`src/hw/rtl/colinear_band_segment_merger_unit_defines.svh`:
```
// Assertion macros shared by the band segment merger RTL.
`ifndef COLINEAR_BAND_SEGMENT_MERGER_UNIT_DEFINES_SVH
`define COLINEAR_BAND_SEGMENT_MERGER_UNIT_DEFINES_SVH

// same-cycle implication, sampled on clk, off during reset
`define CBSM_ASSERT_NOW(label, ante, cons, msg) \
	label: assert property (@(posedge clk) disable iff (!arst_n) (ante) |-> (cons)) \
		else $error(msg);

// next-cycle implication, sampled on clk, off during reset
`define CBSM_ASSERT_NEXT(label, ante, cons, msg) \
	label: assert property (@(posedge clk) disable iff (!arst_n) (ante) |=> (cons)) \
		else $error(msg);

`endif

```
`src/hw/rtl/cbsm_pkg.sv`:
```
// Shared widths, payload types and output queue constants for the segment merger.
`default_nettype none
package cbsm_pkg;

	localparam int COORD_BITS = 31;
	localparam int BAND_BITS  = 16;

	// largest band-edge point difference is below 2^COORD_BITS + 2^(BAND_BITS+1)
	localparam longint DIFF_MAX = (64'd1 << COORD_BITS) + (64'd1 << (BAND_BITS + 1));
	localparam int PT_W   = $clog2(DIFF_MAX) + 1;
	localparam int PROD_W = 2 * PT_W;

	localparam int OQ_DEPTH = 4;
	localparam int OQ_PTR_W = $clog2(OQ_DEPTH);
	localparam int OQ_CNT_W = $clog2(OQ_DEPTH + 1);

	typedef logic [COORD_BITS-1:0] coord_t;
	typedef logic [BAND_BITS-1:0]  band_t;

	typedef struct packed {
		coord_t start_x;
		coord_t start_y;
		coord_t end_x;
		coord_t end_y;
		band_t  lo_band;
		band_t  hi_band;
		logic   group_end;
	} in_req_t;

	typedef struct packed {
		coord_t out_start_x;
		coord_t out_start_y;
		coord_t out_end_x;
		coord_t out_end_y;
		band_t  out_lo_band;
		band_t  out_hi_band;
		logic   out_last;
	} out_req_t;

	typedef struct packed {
		coord_t start_x;
		coord_t start_y;
		coord_t end_x;
		coord_t end_y;
		band_t  lo_band;
		band_t  hi_band;
	} rect_t;

endpackage
`default_nettype wire

```
`src/hw/rtl/cbsm_out_fifo.sv`:
```
// Result queue: takes up to two requests per cycle, hands out one per cycle while the reader is ready.
`default_nettype none
`include "colinear_band_segment_merger_unit_defines.svh"
module cbsm_out_fifo (
	input  logic                              clk,
	input  logic                              arst_n,
	input  logic [1:0]                        push_cnt,
	input  cbsm_pkg::out_req_t                push_data [2],
	output logic [cbsm_pkg::OQ_CNT_W-1:0]     count,
	output logic                              head_valid,
	input  logic                              head_ready,
	output cbsm_pkg::out_req_t                head_req
);

	cbsm_pkg::out_req_t mem_q [cbsm_pkg::OQ_DEPTH];
	logic [cbsm_pkg::OQ_PTR_W-1:0] wr_ptr_q, rd_ptr_q;
	logic [cbsm_pkg::OQ_CNT_W-1:0] count_q;
	logic pop;

	assign head_valid = (count_q != '0);
	assign head_req   = mem_q[rd_ptr_q];
	assign pop        = head_valid && head_ready;
	assign count      = count_q;

	always_ff @(posedge clk) begin
		if (push_cnt != 2'd0) begin
			mem_q[wr_ptr_q] <= push_data[0];
		end
		if (push_cnt == 2'd2) begin
			mem_q[cbsm_pkg::OQ_PTR_W'(wr_ptr_q + 1'b1)] <= push_data[1];
		end
	end

	always_ff @(posedge clk or negedge arst_n) begin
		if (!arst_n) begin
			wr_ptr_q <= '0;
			rd_ptr_q <= '0;
			count_q  <= '0;
		end else begin
			wr_ptr_q <= wr_ptr_q + cbsm_pkg::OQ_PTR_W'(push_cnt);
			rd_ptr_q <= rd_ptr_q + cbsm_pkg::OQ_PTR_W'(pop);
			count_q  <= count_q + cbsm_pkg::OQ_CNT_W'(push_cnt) - cbsm_pkg::OQ_CNT_W'(pop);
		end
	end

	`CBSM_ASSERT_NOW(a_oq_cnt_max, 1'b1, count_q <= cbsm_pkg::OQ_CNT_W'(cbsm_pkg::OQ_DEPTH), "queue count over depth")
	`CBSM_ASSERT_NOW(a_oq_push2_room, push_cnt == 2'd2, count_q <= cbsm_pkg::OQ_CNT_W'(cbsm_pkg::OQ_DEPTH - 2), "double push without room")
	`CBSM_ASSERT_NEXT(a_oq_hold, head_valid && !head_ready, head_valid && $stable(head_req), "waiting request lost")

endmodule
`default_nettype wire

```
`config.mk`:
```
export PLATFORM = sky130hd
export DESIGN_NAME = cbsm_out_fifo
export DESIGN_NICKNAME = d
export VERILOG_FILES = /design/src/hw/rtl/cbsm_pkg.sv /design/src/hw/rtl/cbsm_out_fifo.sv
export VERILOG_INCLUDE_DIRS = /design/src /design/src/hw/rtl
export SDC_FILE = /design/constraint.sdc
export NUM_CORES = 1
export LEC_CHECK = 0
export BUFFER_PORTS_ARGS = -buffer_cell sky130_fd_sc_hd__buf_2
export CAP_MARGIN = 5
export CORE_MARGIN = 1
export CORE_UTILIZATION = 62
export DETAILED_ROUTE_END_ITERATION = 12
export PLACE_DENSITY = 0.95
export SLEW_MARGIN = 20
export SYNTH_ARGS = -nofsm -noshare
export SYNTH_HDL_FRONTEND = slang
export SYNTH_SLANG_ARGS = --single-unit
```
`constraint.sdc`:
```
create_clock -name clk -period 25 [get_ports clk]
set_input_delay 2.5 -clock clk [delete_from_list [all_inputs] [get_ports clk]]
set_output_delay 2.5 -clock clk [all_outputs]
set_load 0.005 [all_outputs]
```
### Yosys cells after proc, flatten, opt, wreduce, memory -nomap -nowiden

Memory sizes are Yosys's and may differ from the RTL's.
Index checks and enable logic that the tools add are counted.

| cells by class | value |
|---|---|
| $add $sub $neg | 5 |
| $mul | 0 |
| div/mod/pow operators | 0 |
| order comparisons | 0 |
| equality and inequality tests | 1 |
| shift operators | 0 |
| muxes and demuxes | 4 |
| bitwise logic cells | 0 |
| reduce and logical (&&, ||, !) cells | 3 |

Operators by type and width:

| kind | count |
|---|---|
| $mux 1 | 4 |
| $add 3x2->3 | 1 |
| $reduce_bool 3->1 | 1 |
| $sub 3x1->3 | 1 |
| $add 2x1->2 | 1 |
| $add 2x1->2 const B | 1 |
| $add 2x2->2 | 1 |
| $eq 2x2->1 const B | 1 |
| $reduce_bool 2->1 | 1 |
| $logic_and 1x1->1 | 1 |

| storage, ports and cells | value |
|---|---|
| bits in registers | 7 |
| bits in latches | 0 |
| bits in writable memories | 628 |
| memory bits (read-only) | 0 |
| input port bits | 319 |
| output and inout port bits | 161 |
| word-level logic and storage cells | 17 |
| memories | 1 |

Memory list:

| name | words | bits a word | read ports | clocked after Yosys merged registers in | write ports | RTL line | RTL |
|---|---|---|---|---|---|---|---|
| mem_q | 4 | 157 | 1 | 0 | 2 | cbsm_out_fifo.sv:15 | `cbsm_pkg::out_req_t mem_q [cbsm_pkg::OQ_DEPTH];` |

### Logic depth before layout (Yosys ltp)

Gate-level depths: netlist of the first run.

| depth | value |
|---|---|
| depth after elaboration | 3 |
| depth in mapped cells | 7 |
| gate-level depth less buffers | 7 |

### Least setup slack after synthesis of the first run

OpenSTA, ideal clock, no wires.

| timing path | value |
|---|---|
| path type | input-to-reg |
| start | input port push_cnt[1] |
| end | memory mem_q[0][0] (netlist name) (enable) |
| setup time | 0.890 ns |
| arrival | 13.695 ns |
| slack | 10.415 ns |
| cell stages on the path | 3 |
| path through | buf_2 o21bai_1 o21ai_0 |

RTL lines:

| item | RTL line | RTL |
|---|---|---|
| from (decl) | cbsm_out_fifo.sv:7 | `input logic [1:0] push_cnt,` |
| to (decl) | cbsm_out_fifo.sv:15 |  |

==> impl_metrics.py, run 1 <==
metrics = {
    "global_routing": {
        "grt_pass1_vias": 18580,
        "grt_max_degree": 158,
        "grt_antenna_before_repair": 38,
        "grt_pass1_wl_um": 117300,
        "grt_util_all_layers_pct": 30.01,
        "grt-ovfl-total": 0,
    },
    "placement": {
        "place_ws_ns": 19.04,
        "place_congestion": 0.8534,
        "place_hpwl_um": 47140,
        "io_buffer_count": 479,
    },
    "power_and_ir_drop": {
        "p_total_mw": 4.017,
        "leakagePower_nw": 13.34,
        "p_per_area_nw_per_um2": 110.1,
        "max-vdd-ir-drop_uv": 109.4,
    },
    "clocking": {
        "post-cts-setup-buffer-count": 0,
        "cts.sinks": 635,
        "cts_tree": "done",
        "cts_buffers": 67,
        "clkLatencyLatePin_ns": 0.61,
        "holdBufCountCts": 0,
        "cts-htree-levels": 3,
        "cts-resized-gates": 0,
        "max-clock-path-buffers": 3,
        "clkSlewWorstSetupHoldPaths_ns": 0.06,
        "clock-root-buffer": "clkbuf_16",
    },
    "detailed_routing": {
        "wl_per_cell_um": 28.08,
        "dr.pass1.iters": 5,
        "vias": 17710,
        "drc": 0,
        "routed_via_density": 6.398,
        "wirelength_um": 77720,
        "first_iter_violations": 1568,
        "ant_nets": 0,
    },
    "floorplanning": {
        "core_area_um2": 50270,
        "fp.dieH_um": 227.9,
        "rows": 82,
        "ioPinCount": 480,
        "fp.dieW_um": 227.9,
        "initial_core_util_pct": 62.93,
        "dieArea_um2": 51930,
    },
    "sta": {
        "fin_setup_tns_ns": 0,
        "slew_headroom_pct": 26.22,
        "fin_crit_sh_pct": 25.83,
        "drv_slew": 0,
        "fin_skew_ns": 0.03036,
        "finalSetupViolations": 0,
        "min_period_ns": 6.457,
        "rsz0062_at_grt": "false",
        "hold_viol": 0,
        "worst_slew_pin_slew_ns": 1.107,
        "timing.fmax_mhz": 154.9,
        "fin_ws_ns": 18.54,
    },
    "yosys": {
        "netlist_area_um2": 31640,
        "syn_inst": 1559,
        "ys_ff_latch": 635,
        "yosysTopAreaCell": "edfxtp_1",
        "yosys_warnings": 0,
        "ys_seq_area_share_pct": 60.16,
        "synth_fp_nets": 1882,
        "synth_area_leaders": "edfxtp_1, mux2_4, mux4_2",
        "yosysUniqueCellTypes": 26,
        "synth_top_area_share_pct": 59.61,
        "avgSynthCellArea_um2": 20.29,
    },
    "hold_path": {
        "min_path_type": "reg -> reg",
    },
    "status": {
        "status": "complete, no violations",
    },
    "setup_path": {
        "worstPathRequired_ns": 22.50,
        "cp-start-kind": "register",
        "cp-end-kind": "output port",
        "worstPathArrival_ns": 3.96,
        "crit_type": "reg -> out",
        "critical_path.max_fanout": 63,
    },
    "flow_run": {
        "max-cap-violations": 0,
    },
    "cells_and_area": {
        "fin_nets": 2343,
        "syn2layout_area_growth_pct": 15.31,
        "layout-drive-gt1-share_pct": 60.67,
    },
}
[cells in the final DEF, fill, tap and decap left out, types with 3 or more instances in the layout]
master	Yosys	routed
bufinv_16	0	4
buf_12	0	5
mux4_2	157	157
clkinv_2	0	12
diode_2	0	29
mux2_4	249	249
edfxtp_1	628	628
inv_1	5	5
xnor2_1	5	5
buf_2	48	479
mux2_2	249	249
dfrtp_1	7	5
clkbuf_16	0	68
mux2_1	130	130
ha_1	3	3
buf_4	4	15
clkinv_1	0	11
clkbuf_1	10	15
[per-stage QoR]
| stage | cells | instance area (um2) | utilization [%] | hold WS [ns] |
|---|---|---|---|---|
| floorplan | 1559 | 31640 | - | 0.5322 |
| detailed placement | 2622 | 34340 | 68.32 | 0.5527 |
| global placement | 2622 | 34340 | 68.32 | 0.5499 |
| global route | 2757 | 36450 | 72.51 | 0.6426 |
| CTS | 2738 | 36380 | 72.37 | 0.5868 |
| finish | 2768 | 36480 | 72.57 | 0.5936 |
[synth_stat cells (all sizes together)]
cell type  number
and4bb          2
buf            98
clkbuf         10
dfrtp           7
edfxtp        628
fa              1
ha              3
inv             5
mux2          628
mux2i           2
mux4          157
nand4b          1
nor2            3
nor4b           1
o21ai           2
o21bai          2
o311ai          1
o31ai           1
or3             1
xnor2           5
xor2            1
[cell families after synthesis]
group	after synthesis	synth area share, %
multiplexers	787	36.55
flip-flops	635	60.16
buffers and inverters	113	2.575
AND/OR/NAND/NOR	8	0.2373
AO/OA/AOI/OAI	6	0.1305
XOR/XNOR	6	0.1661
adder cells (fa/ha/maj)	4	0.1819
[worst max-delay path, stage by stage (launching register included)]
cell     delay (ns)
dfrtp_4        0.83
buf_4          0.88
buf_4          0.87
mux4_2         0.46
buf_2          0.16
[final timing paths]
path / endpoint / cells after the start / slack, ns / start
max in group asynchronous: rd_ptr_q[0] / 1 / 23.10 / arst_n
min in group asynchronous: wr_ptr_q[0] / 1 / 1.72 / arst_n
setup reg to reg: mem_q[2][67] / 4 / 21.22 / wr_ptr_q[1]
hold reg to reg: count[2] / 1 / 0.59 / count[2]
setup / recovery: head_req[107] / 4 / 18.54 / rd_ptr_q[1]
hold / removal: count[2] / 1 / 0.59 / count[2]
[layer usage]
metal	vias to the layer above	share of wire, %	GRT usage [%]
met5	-	0.25	0
met4	28	3.1	12.08
met3	166	9.5	8.013
met2	913	51	49.78
met1	9205	37	37.71
li1	7399	-	-
[power by group]
| group | switching, mW | internal [mW] |
|---|---|---|
| Combinational | 0.710 | 0.648 |
| Clock | 0.406 | 0.541 |
| Sequential | 0.120 | 1.59 |
[area by class of cell]
class / instances / area, um2
flip-flops and latches: 635 / 19040
well taps: 672 / 840.8
diodes: 29 / 72.57
fillers: 2833 / 13790
repair buffers: 500 / 2638
multi-input cells: 811 / 11830
inverters: 5 / 18.77
clock buffers: 83 / 1758
clock inverters: 33 / 279.0
[state kept, by name, summed over array words and instances (netlist names)]
register / cells
count: 3
mem_q: 628
rd_ptr_q: 2
wr_ptr_q: 2
Note: power is estimated with default switching activity, not from simulation.
==> inputs of run 2 (changes only) <==
- CORE_UTILIZATION: 62 -> 52
- PLACE_DENSITY: 0.95 -> 0.89
- clock period: 25 -> 5.6 ns (I/O delays scaled with it)
==> impl_metrics.py, run 2 (same netlist as run 1, synthesis figures left out) <==
metrics = {
    "detailed_routing": {
        "wl_met3_um": 6563,
        "top_layer": "met5",
        "wl_per_cell_um": 26.03,
        "ant_nets": 0,
        "routed_via_density": 6.061,
        "wl_met1_um": 28430,
        "wl_met2_um": 37640,
        "first_iter_violations": 1178,
        "dr.pass1.iters": 5,
        "vias": 17460,
        "drc": 0,
        "wirelength_um": 75000,
    },
    "sta": {
        "fin_skew_ns": 0.02319,
        "timing.fmax_mhz": 288.2,
        "min_period_ns": 3.469,
        "rsz0062_at_grt": "false",
        "hold_viol": 0,
        "fin_setup_tns_ns": 0,
        "drv_slew": 0,
        "fin_crit_sh_pct": 61.95,
        "worst_slew_pin_slew_ns": 1.062,
        "fin_ws_ns": 2.131,
        "slew_headroom_pct": 29.18,
        "finalSetupViolations": 0,
    },
    "clocking": {
        "max-clock-path-buffers": 3,
        "cts_buffers": 71,
        "cts-resized-gates": 0,
        "clock-root-buffer": "clkbuf_16",
        "holdBufCountCts": 1,
        "clkLatencyLatePin_ns": 0.60,
        "cts-htree-levels": 3,
        "cts.sinks": 635,
        "clkSlewWorstSetupHoldPaths_ns": 0.06,
        "cts_tree": "done",
        "post-cts-setup-buffer-count": 0,
    },
    "global_routing": {
        "grt_antenna_before_repair": 36,
        "grt_pass1_wl_um": 113700,
        "grt-ovfl-total": 0,
        "grt_pass1_vias": 18470,
        "grt_max_degree": 142,
        "grt_util_all_layers_pct": 24.25,
    },
    "flow_run": {
        "max-cap-violations": 0,
    },
    "setup_path": {
        "crit_type": "reg -> out",
        "worstPathArrival_ns": 2.91,
        "cp-end-kind": "output port",
        "r2r_setup_slack_ns": 2.77,
        "worstPathRequired_ns": 5.04,
        "cp-start-kind": "register",
        "critical_path.max_fanout": 52,
    },
    "floorplanning": {
        "fp.dieH_um": 248.7,
        "fp.dieW_um": 248.7,
        "initial_core_util_pct": 52.51,
        "core_area_um2": 60250,
        "ioPinCount": 480,
        "rows": 90,
        "dieArea_um2": 61830,
    },
    "status": {
        "status": "complete, no violations",
    },
    "cells_and_area": {
        "top_register": "mem_q",
        "layout_commonest_cell": "edfxtp_1",
        "syn2layout_area_growth_pct": 16.22,
        "largest_reg_flops": 628,
        "fillers": 4134,
        "final_cell_mix": "edfxtp_1, buf_2, mux2_4, mux2_2, mux4_2",
        "fin_nets": 2352,
        "layout-drive-gt1-share_pct": 60.66,
    },
    "placement": {
        "place_ws_ns": 2.619,
        "io_buffer_count": 479,
        "place_congestion": 0.8150,
        "place_hpwl_um": 44900,
    },
    "power_and_ir_drop": {
        "leakagePower_nw": 13.41,
        "p_per_area_nw_per_um2": 488.5,
        "max-vdd-ir-drop_uv": 437.7,
    },
    "hold_path": {
        "min_path_type": "in -> reg",
    },
}
[run 2: per-layer routing]
| metal | vias to the layer above | track usage [%] |
|---|---|---|
| met4 | 30 | 8.554 |
| met5 | - | 0 |
| li1 | 7420 | - |
| met1 | 9038 | 30.05 |
| met3 | 190 | 7.840 |
| met2 | 785 | 40.05 |
[run 2: worst max-delay path, cell delays in order (launching register included)]
cell and delay, ns:
dfrtp_4 0.99, buf_12 0.47, mux4_2 0.59, buf_2 0.14
[run 2: path summary, 6_finish.rpt]
check                            start            end  cells past startpoint
max in group asynchronous       arst_n    rd_ptr_q[0]                      2
hold reg to reg               count[2]       count[2]                      1
setup / recovery           rd_ptr_q[0]  head_req[127]                      3
hold / removal              head_ready    rd_ptr_q[0]                      3
min in group asynchronous       arst_n       count[2]                      2
setup reg to reg           wr_ptr_q[0]   mem_q[0][53]                      3
[run 2: metrics by stage]
stage	cell area, um2	power, mW	hold WS (ns)	cells	util [%]
5_1_grt	36740	18.68	0.2457	2869	60.98
6_report	36770	17.96	0.2516	2881	61.03
4_1_cts	36710	18.12	0.2122	2856	60.93
3_5_place_dp	34620	13.85	0.4060	2737	57.46
3_3_place_gp	34620	13.67	0.3975	2737	57.46
2_1_floorplan	31640	11.61	0.2644	1559	-
[run 2: report_power, final]
group	leakage [nW]	internal, mW	switching, mW
combinational	6.42	2.94	3.21
clock	1.02	2.44	1.81
sequential	5.97	7.09	0.472
total	13.4	12.5	5.49
[run 2: area by class of cell]
cell class / instances / area, um2 / area share (%)
Multi-Input combinational cell: 811 / 11830 / 32.19
Clock buffer: 86 / 1854 / 5.043
Sequential cell: 635 / 19040 / 51.79
Inverter: 5 / 18.77 / 0.05104
Tap cell: 782 / 978.4 / 2.661
Clock inverter: 32 / 221.5 / 0.6023
Timing Repair Buffer: 505 / 2758 / 7.500
Antenna cell: 25 / 62.56 / 0.1701
==> inputs of run 3 (changes only) <==
- CORE_UTILIZATION: 52 -> 58
- PLACE_DENSITY: 0.89 -> 0.93
- clock period: 5.6 -> 3.3 ns (I/O delays scaled with it)
==> impl_metrics.py, run 3 (same netlist as run 1, synthesis figures left out) <==
metrics = {
    "status": {
        "status": "complete, no violations",
    },
    "clocking": {
        "clkLatencyLatePin_ns": 0.59,
        "cts_buffers": 67,
        "cts_tree": "done",
        "clock-root-buffer": "clkbuf_16",
        "cts-resized-gates": 0,
        "cts-htree-levels": 3,
        "cts.sinks": 635,
        "post-cts-setup-buffer-count": 0,
        "max-clock-path-buffers": 3,
        "clkSlewWorstSetupHoldPaths_ns": 0.06,
    },
    "cells_and_area": {
        "layout-drive-gt1-share_pct": 61.43,
        "largest_reg_flops": 628,
        "fillers": 3194,
        "fin_nets": 2377,
        "syn2layout_area_growth_pct": 17.24,
        "final_cell_mix": "edfxtp_1, buf_2, mux2_4, mux2_2, mux4_2",
        "multi_input_comb_area_um2": 11850,
        "top_register": "mem_q",
        "regArea_um2": 19040,
        "instances_no_fill": 2824,
        "final_area_um2": 37090,
        "layout_commonest_cell": "edfxtp_1",
    },
    "global_routing": {
        "grt-ovfl-total": 0,
        "grt_antenna_before_repair": 29,
        "grt_util_all_layers_pct": 27.46,
        "grt_pass1_vias": 18560,
        "grt_pass1_wl_um": 114600,
        "grt_max_degree": 84,
    },
    "placement": {
        "place_congestion": 0.8398,
        "io_buffer_count": 479,
        "placed_area_um2": 34880,
        "place_ws_ns": 0.9304,
        "dp_cells": 2680,
        "place_hpwl_um": 47590,
    },
    "setup_path": {
        "r2r_cells": 4,
        "crit_type": "reg -> out",
        "critical_path.max_fanout": 37,
        "cp-start-kind": "register",
        "cp-end-kind": "output port",
        "worstPathArrival_ns": 2.63,
        "worstPathRequired_ns": 2.97,
    },
    "detailed_routing": {
        "routed_via_density": 6.175,
        "drc": 0,
        "dr.pass1.iters": 5,
        "ant_nets": 0,
        "wl_per_cell_um": 27.02,
        "first_iter_violations": 1335,
        "wirelength_um": 76300,
        "vias": 17440,
    },
    "power_and_ir_drop": {
        "leakagePower_nw": 13.62,
        "p_total_mw": 30.92,
        "max-vdd-ir-drop_uv": 858.1,
        "p_per_area_nw_per_um2": 833.6,
    },
    "floorplanning": {
        "dieArea_um2": 55480,
        "fp.dieW_um": 235.6,
        "fp.dieH_um": 235.6,
        "rows": 85,
        "core_area_um2": 53810,
        "ioPinCount": 480,
        "initial_core_util_pct": 58.79,
    },
    "sta": {
        "hold_viol": 0,
        "timing.fmax_mhz": 338.3,
        "fin_setup_tns_ns": 0,
        "fin_crit_sh_pct": 89.57,
        "worst_slew_pin_slew_ns": 0.8080,
        "fin_skew_ns": 0.01047,
        "fin_ws_ns": 0.3442,
        "slew_headroom_pct": 46.01,
        "min_period_ns": 2.956,
        "rsz0062_at_grt": "false",
        "drv_slew": 0,
        "finalSetupViolations": 0,
    },
    "hold_path": {
        "min_path_type": "in -> reg",
        "hold_path_depth": 2,
    },
    "flow_run": {
        "max-cap-violations": 0,
    },
}
## run 3: changes by cell type in the layout (fill, tap and decap cells not counted), moves of 2 or more
cell | before | now
buf_4 | 12 | 30
buf_12 | 13 | 24
bufinv_16 | 2 | 7
clkinv_1 | 14 | 10
clkbuf_16 | 72 | 69
diode_2 | 25 | 28
clkinv_2 | 10 | 8
clkinv_4 | 0 | 2
inv_6 | 4 | 2
## run 3: metal layers
layer | track usage (%) | part of all wire (%)
met1 | 35.04 | 38
met2 | 46.11 | 50
met3 | 7.071 | 9.0
met4 | 8.794 | 2.6
met5 | 0 | 0.20
## run 3: where the power goes
part,internal [mW],switching (mW)
Sequential,12.0,0.832
Clock,4.39,3.03
Combinational,5.18,5.48
Total,21.6,9.34
## run 3: final timing paths
path	slack, ns	startpoint	endpoint
max in group asynchronous	2.98	arst_n	rd_ptr_q[1]
setup reg to reg	0.88	wr_ptr_q[1]	mem_q[0][130]
min in group asynchronous	0.14	arst_n	rd_ptr_q[0]
hold reg to reg	0.59	count[2]	count[2]
hold / removal	0.07	push_data[190]	mem_q[1][33]
setup / recovery	0.34	rd_ptr_q[0]	head_req[106]
## run 3: timing repair
item / 4_1_cts / 5_1_grt
hold endpoints to repair: 7 / 0
endpoints found under the setup margin: 0 / 0
hold buffers: 1 / 0
## run 3: cell type report
cell class | instances | area share, %
inverter | 5 | 0.05060
tap | 696 | 2.348
sequential | 635 | 51.34
multi-input combinational | 811 | 31.94
clock inverter | 31 | 0.9108
timing repair buffer | 534 | 8.393
clock buffer | 84 | 4.834
antenna | 28 | 0.1889
## run 3: stage by stage
| step | hold slack (ns) | utilization [%] |
|---|---|---|
| after floorplan | 0.03441 | - |
| after global placement | 0.1694 | 64.82 |
| after detailed placement | 0.1730 | 64.82 |
| after CTS | 0.02061 | 68.79 |
| after global routing | 0.05134 | 68.84 |
| final | 0.06545 | 68.92 |
## run 3: critical path, cell delays in order, from the launching register on
cell	delay, ns
dfrtp_4	0.85
buf_12	0.35
mux4_2	0.59
buf_2	0.16
